**config.mk**
```make
export PLATFORM = sky130hd
export DESIGN_NAME = gnss_nmea_rtcm_frame_receiver_top
export DESIGN_NICKNAME = d
export VERILOG_FILES = /design/src/rtl/gnr_pkg.sv /design/src/rtl/gnss_nmea_rtcm_frame_receiver_top.sv /design/src/rtl/gnr_front.sv /design/src/rtl/gnr_queue.sv /design/src/rtl/gnr_back.sv
export VERILOG_INCLUDE_DIRS = /design/src /design/src/rtl
export SDC_FILE = /design/constraint.sdc
export NUM_CORES = 1
export LEC_CHECK = 0
export CAP_MARGIN = 20
export CORE_MARGIN = 3
export CORE_UTILIZATION = 50
export CTS_BUF_LIST = sky130_fd_sc_hd__clkbuf_2
export DETAILED_ROUTE_END_ITERATION = 10
export DONT_BUFFER_PORTS = 1
export GPL_TIMING_DRIVEN = 1
export PLACE_DENSITY_LB_ADDON = 0.08
export SYNTH_ARGS = -nofsm -noshare
export SYNTH_HDL_FRONTEND = slang
export SYNTH_SLANG_ARGS = --single-unit
```
**constraint.sdc**
```tcl
create_clock -name clock -period 13.99 [get_ports clock]
set_clock_uncertainty 0.15 [all_clocks]
set_input_delay 4.197 -clock clock [delete_from_list [all_inputs] [get_ports clock]]
set_output_delay 4.197 -clock clock [all_outputs]
set_load 0.05 [all_outputs]
```
**src/rtl/gnss_nmea_rtcm_frame_receiver_top_defines.svh**
```systemverilog
// Assertion macros shared by the frame receiver RTL
`ifndef GNSS_NMEA_RTCM_FRAME_RECEIVER_TOP_DEFINES_SVH
`define GNSS_NMEA_RTCM_FRAME_RECEIVER_TOP_DEFINES_SVH
// assert that a condition implies a consequence in the same cycle
`define GNR_ASSERT_IMP(lbl, clk, rst, a, c) \
   lbl: assert property (@(posedge clk) disable iff (rst) (a) |-> (c)) else $error("lbl");
// assert that a condition implies a consequence in the next cycle
`define GNR_ASSERT_NEXT(lbl, clk, rst, a, c) \
   lbl: assert property (@(posedge clk) disable iff (rst) (a) |=> (c)) else $error("lbl");
`endif

```
**src/rtl/gnr_pkg.sv**
```systemverilog
// Package with types, constants and helpers for the frame receiver
`timescale 1ns / 1ps
package gnr_pkg;
   localparam int BufferBytesDefault = 2048;
   localparam int CntW = 13;
   localparam int QueueDepth = 4;
   localparam logic [7:0] RtcmPreamble = 8'hD3;
   localparam logic [7:0] NmeaStart = 8'h24;
   localparam logic [7:0] StarChar = 8'h2A;
   localparam logic [7:0] CrChar = 8'h0D;
   localparam logic [7:0] LfChar = 8'h0A;
   localparam logic [24:0] CrcPoly = 25'h1864CFB;
   localparam logic [2:0] ClsOther = 3'd0;
   localparam logic [2:0] ClsPqtmSvin = 3'd3;

   typedef enum logic [2:0] {
      MODE_IDLE = 3'b001,
      MODE_NMEA = 3'b010,
      MODE_RTCM = 3'b100
   } mode_type;

   // frame summary passed from front to back
   typedef struct packed {
      logic        kind;
      logic        star_ok;
      logic [7:0]  xor_sum;
      logic [7:0]  c1;
      logic [7:0]  c2;
      logic        crc_match;
      logic        len_match;
      logic [11:0] length;
      logic        ovf;
      logic [2:0]  cls;
      logic [11:0] mtype;
   } frame_type;

   function automatic logic [23:0] crc_byte(input logic [23:0] crc, input logic [7:0] b);
      logic [24:0] c;
      c = {1'b0, crc ^ {b, 16'h0}};
      for (int k = 0; k < 8; k++) begin
         c = {c[23:0], 1'b0};
         if (c[24]) c = c ^ CrcPoly;
      end
      return c[23:0];
   endfunction

   function automatic logic [4:0] hex_val(input logic [7:0] c);
      logic [4:0] r;
      r = 5'h10;
      if (c >= 8'h30 && c <= 8'h39) r = {1'b0, c[3:0]};
      else if ((c >= 8'h61 && c <= 8'h66) || (c >= 8'h41 && c <= 8'h46))
         r = {1'b0, c[3:0] + 4'd9};
      return r;
   endfunction

   function automatic logic [7:0] parse_hex2(input logic [7:0] c1, input logic [7:0] c2);
      logic [4:0] v1;
      logic [4:0] v2;
      logic [7:0] r;
      v1 = hex_val(c1);
      v2 = hex_val(c2);
      r = 8'h0;
      if (c1 == 8'h20 || (c1 >= 8'd9 && c1 <= 8'd13)) begin
         if (!v2[4]) r = {4'h0, v2[3:0]};
      end else if (c1 == 8'h2B || c1 == 8'h2D) begin
         if (!v2[4]) r = (c1 == 8'h2D) ? 8'(9'd256 - {5'h0, v2[3:0]}) : {4'h0, v2[3:0]};
      end else if (!v1[4]) begin
         r = v2[4] ? {4'h0, v1[3:0]} : {v1[3:0], v2[3:0]};
      end
      return r;
   endfunction

   function automatic logic [7:0] pfx_char(input int k, input logic [3:0] i);
      logic [119:0] t;
      case (k)
         0: t = {"$GNGGA", 72'h0};
         1: t = {"$GNRMC", 72'h0};
         2: t = "$PQTMSVINSTATUS";
         3: t = {"$PQTM", 80'h0};
         default: t = {"$PAIR", 80'h0};
      endcase
      return t[8'(119 - 8 * int'(i)) -: 8];
   endfunction

   function automatic logic [3:0] pfx_len(input int k);
      logic [3:0] r;
      case (k)
         0, 1: r = 4'd6;
         2: r = 4'd15;
         default: r = 4'd5;
      endcase
      return r;
   endfunction
endpackage

```
**src/rtl/gnss_nmea_rtcm_frame_receiver_top.sv**
```systemverilog
// Top level of the NMEA / RTCM3 frame receiver
// Usage:
//  req_valid/req_stall carry one received byte (req_rx_byte) per request.
//  rsp_valid/rsp_stall carry one frame summary per ended frame: kind, valid,
//  length, overflow, NMEA sentence class, RTCM message type, forward flag.
//  csr_ APB port: register 0 at address 0 is base_forward_enable.
// Throughput: one byte per cycle while req_stall is low; checksums and CRC
//  update as each byte is taken. A frame's result passes the front frame
//  detect, the queue and the back verdict register after its last byte.
// A four-entry queue sits between front and back; req_stall rises only when
//  it is full, so the front keeps taking bytes while a result waits for
//  the receiver.
// When the receiver stalls, the result holds and the queue fills.
// Reset: synchronous, clears the frame state to idle, empties the queue and
//  clears base_forward_enable.
`timescale 1ns / 1ps
module gnss_nmea_rtcm_frame_receiver_top import gnr_pkg::*; #(
   parameter int BUFFER_BYTES = BufferBytesDefault
) (
   input  logic        clock,
   input  logic        reset,
   input  logic        req_valid,
   output logic        req_stall,
   input  logic [7:0]  req_rx_byte,
   output logic        rsp_valid,
   input  logic        rsp_stall,
   output logic        rsp_frame_kind,
   output logic        rsp_frame_valid,
   output logic [11:0] rsp_frame_length,
   output logic        rsp_overflow,
   output logic [2:0]  rsp_sentence_class,
   output logic [11:0] rsp_message_type,
   output logic        rsp_forward,
   input  logic        csr_psel,
   input  logic        csr_penable,
   input  logic        csr_pwrite,
   input  logic [1:0]  csr_paddr,
   input  logic [31:0] csr_pwdata,
   output logic [31:0] csr_prdata,
   output logic        csr_pready
);
   logic fwd_en_ff;
   logic push, qfull, qv, qpop;
   frame_type pf, qf;

   assign csr_pready = 1'b1;
   assign csr_prdata = (csr_paddr == 2'd0) ? {31'h0, fwd_en_ff} : 32'h0;
   always_ff @(posedge clock) begin
      if (reset) fwd_en_ff <= 1'b0;
      else if (csr_psel && csr_penable && csr_pwrite && csr_paddr == 2'd0)
         fwd_en_ff <= csr_pwdata[0];
   end

   assign req_stall = qfull;

   gnr_front #(.BUFFER_BYTES(BUFFER_BYTES)) u_front (
      .clock, .reset, .in_valid(req_valid && !req_stall), .in_byte(req_rx_byte),
      .out_push(push), .out_frame(pf));

   gnr_queue u_queue (.clock, .reset, .push, .push_data(pf), .full(qfull),
      .pop_valid(qv), .pop(qpop), .pop_data(qf));

   gnr_back u_back (.clock, .reset, .fwd_en(fwd_en_ff), .in_valid(qv), .in_frame(qf),
      .in_pop(qpop), .out_valid(rsp_valid), .out_stall(rsp_stall),
      .out_kind(rsp_frame_kind), .out_ok(rsp_frame_valid), .out_length(rsp_frame_length),
      .out_ovf(rsp_overflow), .out_cls(rsp_sentence_class), .out_mtype(rsp_message_type),
      .out_fwd(rsp_forward));
endmodule

```
**src/rtl/gnr_front.sv**
```systemverilog
// Front end: frame detection, running checksums and frame summary
`timescale 1ns / 1ps
module gnr_front import gnr_pkg::*; #(
   parameter int BUFFER_BYTES = BufferBytesDefault
) (
   input  logic       clock,
   input  logic       reset,
   input  logic       in_valid,
   input  logic [7:0] in_byte,
   output logic       out_push,
   output frame_type  out_frame
);
   mode_type    mode_ff, mode_in;
   logic [CntW-1:0] cnt_ff, cnt_in;
   logic [23:0] crc_ff, crc_in, rcrc_ff, rcrc_in;
   logic [7:0]  xor_ff, xor_in, prev_ff, prev_in, c1_ff, c1_in, c2_ff, c2_in;
   logic        star_ff, star_in;
   logic [1:0]  dig_ff, dig_in;
   logic [9:0]  plen_ff, plen_in;
   logic [11:0] type_ff, type_in;
   logic [4:0]  pm_ff, pm_in;
   logic [CntW-1:0] i, nc, plen6;
   logic        natural, full;
   frame_type   fr;

   assign i = cnt_ff;
   assign nc = cnt_ff + 1'b1;
   assign plen6 = CntW'(plen_in) + CntW'(6);

   always_comb begin
      mode_in = mode_ff; cnt_in = cnt_ff; crc_in = crc_ff; rcrc_in = rcrc_ff;
      xor_in = xor_ff; prev_in = prev_ff; c1_in = c1_ff; c2_in = c2_ff;
      star_in = star_ff; dig_in = dig_ff; plen_in = plen_ff; type_in = type_ff;
      pm_in = pm_ff; natural = 1'b0; full = 1'b0; out_push = 1'b0;
      fr = '0;
      if (in_valid) begin
         case (mode_ff)
            MODE_IDLE: begin
               if (in_byte == RtcmPreamble || in_byte == NmeaStart) begin
                  mode_in = (in_byte == RtcmPreamble) ? MODE_RTCM : MODE_NMEA;
                  cnt_in = CntW'(1);
                  crc_in = crc_byte(24'h0, in_byte);
                  rcrc_in = {16'h0, in_byte};
                  prev_in = in_byte; xor_in = '0; star_in = 1'b0; dig_in = '0;
                  c1_in = '0; c2_in = '0; plen_in = '0; type_in = '0; pm_in = '1;
               end
            end
            MODE_NMEA: begin
               cnt_in = nc;
               if (!star_ff) begin
                  if (in_byte == StarChar) star_in = 1'b1;
                  else xor_in = xor_ff ^ in_byte;
               end else if (dig_ff < 2'd2) begin
                  if (dig_ff == 2'd0) c1_in = in_byte;
                  else c2_in = in_byte;
                  dig_in = dig_ff + 2'd1;
               end
               for (int k = 0; k < 5; k++)
                  if (i < CntW'(pfx_len(k)) && in_byte != pfx_char(k, i[3:0]))
                     pm_in[k] = 1'b0;
               natural = (prev_ff == CrChar && in_byte == LfChar);
               prev_in = in_byte;
            end
            MODE_RTCM: begin
               cnt_in = nc;
               if (i == CntW'(1)) plen_in = {in_byte[1:0], 8'h0};
               else if (i == CntW'(2)) plen_in = plen_ff | {2'b0, in_byte};
               else if (i == CntW'(3)) type_in = {in_byte, 4'h0};
               else if (i == CntW'(4)) type_in = type_ff | {8'h0, in_byte[7:4]};
               if (i < CntW'(3) || i < CntW'(plen_ff) + CntW'(3))
                  crc_in = crc_byte(crc_ff, in_byte);
               rcrc_in = {rcrc_ff[15:0], in_byte};
               natural = (nc >= CntW'(6) && nc >= plen6);
               prev_in = in_byte;
            end
            default: mode_in = MODE_IDLE;
         endcase
         full = (mode_ff != MODE_IDLE) && (nc >= CntW'(BUFFER_BYTES));
         if ((mode_ff != MODE_IDLE) && (natural || full)) begin
            out_push = 1'b1;
            fr.kind = (mode_ff == MODE_RTCM);
            fr.star_ok = star_in && (dig_in == 2'd2);
            fr.xor_sum = xor_in;
            fr.c1 = c1_in;
            fr.c2 = c2_in;
            fr.crc_match = (rcrc_in == crc_in);
            fr.len_match = (nc == plen6);
            fr.length = nc[11:0];
            fr.ovf = full && !natural;
            fr.cls = ClsOther;
            for (int k = 4; k >= 0; k--)
               if (pm_in[k] && nc >= CntW'(pfx_len(k))) fr.cls = 3'(k + 1);
            fr.mtype = (mode_ff == MODE_RTCM) ? type_in : 12'h0;
            mode_in = MODE_IDLE;
         end
      end
   end

   assign out_frame = fr;

   always_ff @(posedge clock) begin
      if (reset) begin
         mode_ff <= MODE_IDLE;
         cnt_ff <= '0;
      end else begin
         mode_ff <= mode_in;
         cnt_ff <= cnt_in;
      end
      crc_ff <= crc_in; rcrc_ff <= rcrc_in; xor_ff <= xor_in; prev_ff <= prev_in;
      c1_ff <= c1_in; c2_ff <= c2_in; star_ff <= star_in; dig_ff <= dig_in;
      plen_ff <= plen_in; type_ff <= type_in; pm_ff <= pm_in;
   end

`include "gnss_nmea_rtcm_frame_receiver_top_defines.svh"
   `GNR_ASSERT_IMP(a_push_open, clock, reset, out_push, mode_ff != MODE_IDLE)
   `GNR_ASSERT_NEXT(a_push_idle, clock, reset, out_push, mode_ff == MODE_IDLE)
   `GNR_ASSERT_IMP(a_cnt_bound, clock, reset, mode_ff != MODE_IDLE,
      cnt_ff < CntW'(BUFFER_BYTES))
endmodule

```
**src/rtl/gnr_queue.sv**
```systemverilog
// Short FIFO between the front and back ends
`timescale 1ns / 1ps
module gnr_queue import gnr_pkg::*; (
   input  logic      clock,
   input  logic      reset,
   input  logic      push,
   input  frame_type push_data,
   output logic      full,
   output logic      pop_valid,
   input  logic      pop,
   output frame_type pop_data
);
   localparam int AW = $clog2(QueueDepth);
   frame_type mem_ff [QueueDepth];
   logic [AW-1:0] wp_ff, rp_ff;
   logic [AW:0] n_ff;

   assign full = (n_ff == (AW+1)'(QueueDepth));
   assign pop_valid = (n_ff != '0);
   assign pop_data = mem_ff[rp_ff];

   always_ff @(posedge clock) begin
      if (reset) begin
         wp_ff <= '0; rp_ff <= '0; n_ff <= '0;
      end else begin
         if (push) wp_ff <= wp_ff + 1'b1;
         if (pop) rp_ff <= rp_ff + 1'b1;
         n_ff <= n_ff + (AW+1)'(push) - (AW+1)'(pop);
      end
      if (push) mem_ff[wp_ff] <= push_data;
   end

`include "gnss_nmea_rtcm_frame_receiver_top_defines.svh"
   `GNR_ASSERT_IMP(a_no_overrun, clock, reset, push, !full || pop)
   `GNR_ASSERT_IMP(a_no_underrun, clock, reset, pop, pop_valid)
   `GNR_ASSERT_IMP(a_count_bound, clock, reset, 1'b1, n_ff <= (AW+1)'(QueueDepth))
endmodule

```
**src/rtl/gnr_back.sv**
```systemverilog
// Back end: checksum verdict, class and forward flag, output register
`timescale 1ns / 1ps
module gnr_back import gnr_pkg::*; (
   input  logic        clock,
   input  logic        reset,
   input  logic        fwd_en,
   input  logic        in_valid,
   input  frame_type   in_frame,
   output logic        in_pop,
   output logic        out_valid,
   input  logic        out_stall,
   output logic        out_kind,
   output logic        out_ok,
   output logic [11:0] out_length,
   output logic        out_ovf,
   output logic [2:0]  out_cls,
   output logic [11:0] out_mtype,
   output logic        out_fwd
);
   logic v_ff;
   logic ok, ok_ff, kind_ff, ovf_ff, fwd_ff;
   logic [11:0] len_ff, mt_ff;
   logic [2:0] cls, cls_ff;

   assign ok = in_frame.kind ? (in_frame.len_match && in_frame.crc_match)
             : (in_frame.star_ok && parse_hex2(in_frame.c1, in_frame.c2) == in_frame.xor_sum);
   assign cls = (!in_frame.kind && ok) ? in_frame.cls : ClsOther;
   assign in_pop = in_valid && (!v_ff || !out_stall);

   always_ff @(posedge clock) begin
      if (reset) v_ff <= 1'b0;
      else if (!v_ff || !out_stall) v_ff <= in_valid;
      if (in_pop) begin
         kind_ff <= in_frame.kind; ok_ff <= ok; len_ff <= in_frame.length;
         ovf_ff <= in_frame.ovf; cls_ff <= cls; mt_ff <= in_frame.mtype;
         fwd_ff <= fwd_en && ok && (in_frame.kind || cls == ClsPqtmSvin);
      end
   end

   assign out_valid = v_ff; assign out_kind = kind_ff; assign out_ok = ok_ff;
   assign out_length = len_ff; assign out_ovf = ovf_ff; assign out_cls = cls_ff;
   assign out_mtype = mt_ff; assign out_fwd = fwd_ff;

`include "gnss_nmea_rtcm_frame_receiver_top_defines.svh"
   `GNR_ASSERT_NEXT(a_hold, clock, reset, out_valid && out_stall, out_valid && $stable(len_ff))
   `GNR_ASSERT_IMP(a_fwd_ok, clock, reset, out_valid && out_fwd, out_ok)
   `GNR_ASSERT_IMP(a_nmea_type, clock, reset, out_valid && !out_kind, out_mtype == 12'h0)
endmodule
```
Word level (Yosys, flattened, before mapping)
Memory sizes are Yosys's and may differ from the RTL's. A register that Yosys moved wholly into a read port is not among the register bits.
Index checks and enable logic that the tools add are counted.
Widths: inputs -> output; s select.

storage, ports and cells
  flip-flop bits (word level) = 166
  RAM bits = 224
  output and inout port bits = 66
  memories = 1

memories
  memory          depth  bits a word  read ports  clocked after memory_dff  wr ports  line             RTL
  u_queue.mem_ff  4      56           1           1                         1         gnr_queue.sv:14  frame_type mem_ff [QueueDepth];

operators by class
  add/sub/neg operators = 12
  magnitude comparators = 26
  equality and inequality tests = 30
  shift-type cells = 5
  muxes and demuxes = 168
  bitwise gates (word level) = 20
  reduce and logical (&&, ||, !) cells = 54

operator list
  cell                 number
  $mux 24              63
  $mux 120             10
  $shiftx 127x8->8     5
  $not 13->13          16
  $mux 8               18
  $mux 56              2
  $pmux 24 s2          2
  $mux 12              6
  $pmux 8 s2           4
  $mux 4               13
  $eq 8x6->1 const B   5
  $mux 10              4
  $ne 8x8->1           5
  $ge 13x4->1          3
  $lt 13x4->1          3
  $logic_and 1x1->1    33
  $ge 8x7->1 const B   4
  $le 8x7->1 const B   4
  $mux 5               6
  $mux 3               9
  $eq 13x2->1 const B  2
  $pmux 13 s2          1
  $eq 24x24->1         1
  $pmux 12 s2          1
  50 further kinds     95

Depth between registers and ports, before layout
  depth in word-level cells = 44
  mapped depth = 31
  gate-level depth less buffers = 29

By module
Synthesis repeated with hierarchy kept, for this count alone.

unflattened totals
  cells, all modules = 1661
  area, all modules = 20711.1 µm²

by module, submodules not included
  module                             instances  cells an instance  area an instance (µm²)  seq. area each (µm²)
  gnr_front                          1          1093               9814.4                  3523.4
  gnr_queue                          1          334                8555.7                  6906.6
  gnr_back                           1          192                2020.7                  950.9
  gnss_nmea_rtcm_frame_receiver_top  1          42                 320.3                   20.0

Worst setup path before layout
Ideal clock, no wire load.

  path kind = input port to flip-flop
  from = input port req_valid
  to = memory u_queue.mem_ff[1][0] in the netlist's numbering (enable)
  arrival = 10697 ps
  data required time = 13420 ps
  setup slack = 2723 ps
  cell stages on the path = 20
  buffers on the path = 2
  path through = nand2b_1 -> inv_1 -> and4b_1 -> clkbuf_1 -> a21oi_1 -> nor2_1 -> inv_1 -> ha_1 -> nor4_1 -> nand3b_1 -> mux2i_1 -> ha_1 -> a21oi_1 -> nor2b_1 -> o21ai_0 -> nand2b_1 -> a221o_1 -> a311o_1 -> clkbuf_1 -> and3_1

on the way
  cells in the longest elaborated chain, start to end = 13

ends and longest elaborated chain
  element                       line                                     RTL
  start, declared               gnss_nmea_rtcm_frame_receiver_top.sv:22  input logic req_valid,
  $logic_and 1x1->1             gnss_nmea_rtcm_frame_receiver_top.sv:57  .clock, .reset, .in_valid(req_valid && !req_stall), .in_byte(req_rx_byte),
  named net u_front.in_valid    gnr_front.sv:8                           input logic in_valid,
  $mux 10                       gnr_front.sv:36                          if (in_valid) begin
  named net u_front.plen_in[1]  gnr_front.sv:19                          logic [9:0] plen_ff, plen_in;
  $add 10x3->11                 gnr_front.sv:28                          assign plen6 = CntW'(plen_in) + CntW'(6);
  $ge 13x13->1                  gnr_front.sv:73                          natural = (nc >= CntW'(6) && nc >= plen6);
  $logic_and 1x1->1             gnr_front.sv:73
  $pmux 1 s2                    gnr_front.sv:37                          case (mode_ff)
  $mux 1                        gnr_front.sv:36
  $logic_or 1x1->1              gnr_front.sv:79                          if ((mode_ff != MODE_IDLE) && (natural || full)) begin
  $logic_and 1x1->1             gnr_front.sv:79
  $mux 1                        gnr_front.sv:79
  $mux 1                        gnr_front.sv:36
  $mux 1                        gnr_queue.sv:30                          if (push) mem_ff[wp_ff] <= push_data;
  $mux 1 (implied by the code)  gnr_queue.sv:30
  end, declared                 gnr_queue.sv:14

The timed path passes the listed nets, and every way through them passes these cells. The select of a mux whose other input is x is not followed.

==> results.txt <==
The pre-CTS setup slack is 2.99 ns, and the fraction of post-synthesis cell area in the top cell type by area is 52.7%. After detailed routing, the average wire length per cell comes to 21.9 µm. The cell with the most instances after synthesis is edfxtp_1. The number of synthesized flops with an enable pin came out at 355. The tools report the count of pins over their slew limit as 0. For this run, the register share of the synthesized area comes to 56.4%. The ratio of final minimum period to clock period came out at 68.2%. The run gives 105 MHz as the maximum clock frequency. Buffers inserted during clock tree synthesis total 100. For this configuration, the core starts out at a cell density of 50.8%. The mapped netlist covers 20,200 µm².

Before antenna repair, the detailed router went through 6 iterations. Area enclosed by the die boundary: 42,900 µm². The post-CTS setup repair buffer count came out at 0. The worst setup path is launched from an input pin.

The ratio of total power to cell area was 125 nW/µm²; the detailed-route via count was 13,300. The flow ran to the end, and the final reports show no timing, DRC or antenna violations. The tools report the via count of the first global-routing pass as 13,400. The iteration-0 DRC count of the detailed router is 1,297.

The net count of the finished layout is 1,744. The worst register-to-register path has a depth of 23. Yosys printed 0 warnings.

In this run the number of cells on the critical path is 26. Yosys mapped the design onto 108 distinct sky130hd cell types. The congestion estimate from routability-driven global placement came to 0.921. CTS built an H-tree with a depth of 3. The number of buffers between clock root and the deepest sink was 3; the synthesis-stage register bit count was 392.

The logs give 0 for the final setup violation count and 3 for the initial antenna violation count. From left edge to right edge, the die measures 207 µm. In this design, the largest share of critical-path delay is due to simple AND/OR/NAND/NOR gates. Once the clock tree was built, the resizer swapped 0 gates to a different size. For the final setup slack of the worst path, the log shows 4.45 ns. The startpoint identified for the worst register-to-register timing path is u_queue.n_ff[2]$_SDFF_PP0_.

The run gives 7.66 nW as the standby leakage power. The type of the worst min-delay path was flip-flop to flip-flop. The logs give 39,800 µm² for the core footprint and 76 for the maximum number of pins on one net before global-route repair. The synthesized design spends more area on one cell type than any other, namely edfxtp_1. After layout, the design draws a total of 2.70 mW.

In the post-synthesis netlist, the biggest area contributors are edfxtp_1 (53%), mux4_2 (5.6%), dfxtp_1 (3.7%). After legalization and detailed placement, the total HPWL measured 31,700 µm. The critical path contains buffers and inverters numbering 4 combined. Synthesis produced 1,608 cells. The area overhead of the layout relative to synthesis is 6.34%. Of all nets on the critical path, the largest fanout is 29.

Counting every sink on the clock net gives 392. The run gives 14.54 ns as the worst endpoint required time. Setup repair after global routing left no endpoint under its margin. The clock-pin slew on the worst setup and hold paths came out at 0.11 ns.

Subtracting the final worst setup slack from the clock period gives 9.54 ns. The worst hold path begins at u_queue.wp_ff[1]$_SDFFE_PP0P_. Data on the critical path arrives at its endpoint at 10.09 ns.

Cells with a size suffix above 1 make up 16.4% of the layout. For the pin with the worst max-slew slack, the measured transition is 1.14 ns. The tools report the number of rows created at floorplan as 73.

Clock latency on the worst-skew pair: 1.05 ns. By count the netlist is led by edfxtp_1 (355), nand2_1 (112), nor2_1 (104). In the routed layout, each cell is associated on average with a via count of 5.92. After global routing the overflow that remains totals 0.

The endpoint kind of the worst setup timing path was a flip-flop. The critical path is of the input pin to flip-flop type. The source of the critical timing path is req_rx_byte[6].

Summed over all failing endpoints, the final setup total negative slack is 0 ns. Counting instances, the worst hold path has a depth of 2. The share of flip-flops with an asynchronous set or reset was 0%. For this run, design rule violations remaining after detail routing come to 0. The number of failing hold endpoints at the final stage came out at 0. The number of antenna-violating nets in the routed design is 0. The tool flagged a number of max-cap violations equal to 0.

The floorplan step set the die height to 207 µm. The cell sitting at the root of the clock tree is a clkbuf_2. IR analysis of the VDD net gives a maximum drop of 0.0796 mV. The first global-routing pass estimated 77,000 µm of wire. The logs give 0 for the quantity of hold-fixing buffers added after cts and 23.5% for the worst relative slew slack. Global routing used 22.7% of the available tracks. TritonCTS built the clock tree. For this run, the leading register cell type out of synthesis is edfxtp_1. For this run, the slowest stage of the critical path takes 0.60 ns. The standard cell with the maximum stage delay on the critical path was nor4_1.

After synthesis, the mean cell area works out to 12.6 µm². During placement, the flow inserted port buffers numbering 0. The number of I/O pins is 115. The routed design has 49,200 µm of wire.
[logic make-up after synthesis]
| kind of cell | synth area share [%] |
|---|---|
| adders and majority gates | 2.88 |
| buffers and inverters | 4.02 |
| and+or+nand+nor | 12.5 |
| other | 0.0371 |
| AOI/OAI and AO/OA | 10.8 |
| muxes | 7.04 |
| DFF | 56.4 |
| xor gates and xnor gates | 6.31 |
[area by class of cell]
class,count,area [µm²]
Antenna cell,2,5.00
Clock buffer,144,721
Clock inverter,28,156
Fill cell,3488,18300
Inverter,52,196
Multi-Input combinational cell,1078,8160
Sequential cell,392,11400
Tap cell,525,657
Timing Repair Buffer,25,200
[power by group]
part	switching (mW)	internal (mW)
Sequential	0.0686	1.35
Clock	0.467	0.283
Combinational	0.316	0.215
[sequential cells by signal, indices dropped and copies added (netlist names), 3 cells and up, named ones only]
register           flops
u_front.c1_ff          8
u_front.pm_ff          5
u_back.out_length     12
u_front.plen_ff       10
u_front.cnt_ff        13
u_front.crc_ff        24
u_queue.mem_ff       224
u_back.out_cls         3
u_back.out_mtype      12
u_front.type_ff       12
u_front.xor_ff         8
u_front.mode_ff        3
u_front.c2_ff          8
u_front.rcrc_ff       24
u_front.prev_ff        8
u_queue.n_ff           3
[layer usage]
| metal | part of all wire, % | wire length [µm] | vias to the layer above | track usage, % |
|---|---|---|---|---|
| met5 | 0 | 0 | - | 0 |
| met2 | 48 | 23500 | 457 | 36.6 |
| met3 | 6.6 | 3260 | 75 | 4.66 |
| met4 | 1.9 | 929 | 0 | 7.19 |
| met1 | 44 | 21600 | 6568 | 31.3 |
| li1 | - | - | 6199 | - |
[per-stage QoR]
stage	area [µm²]	hold WS, ns	utilization [%]	std cells
after floorplan	20300	0.319	-	1638
after global placement	20600	0.325	51.7	2070
after detailed placement	20600	0.347	51.8	2071
after CTS	21500	0.362	54.0	2243
after global routing	21500	0.398	54.0	2246
final	21500	0.372	54.0	2246
[worst reg2reg max path: cells and delay by family, from the launching register on]
kind	cells	cell delay [ns]
AND/OR/NAND/NOR	10	3.95
AO/OA/AOI/OAI	7	1.24
buffers and inverters	4	1.05
adder cells (fa/ha/maj)	2	0.56
flip-flops	1	0.38
[cell usage in the layout, fill, tap and decap left out, drive strengths merged, types with 37 or more instances in the layout]
cell type / count
a21oi: 74
and3: 44
clkbuf: 144
dfxtp: 37
edfxtp: 355
ha: 45
inv: 52
mux4: 54
nand2: 113
nand3: 37
nor2: 105
o21ai: 84
xnor2: 77
xor2: 51
[final timing paths]
| kind | end | slack [ns] |
|---|---|---|
| setup / recovery | u_queue.mem_ff[0][29]$_DFFE_PP_ | 4.45 |
| setup reg to reg | u_queue.mem_ff[0][29]$_DFFE_PP_ | 6.35 |
| hold reg to reg | u_queue.wp_ff[1]$_SDFFE_PP0P_ | 0.37 |
| hold / removal | u_queue.wp_ff[1]$_SDFFE_PP0P_ | 0.37 |
No activity file was read; power rests on OpenSTA's default activity.
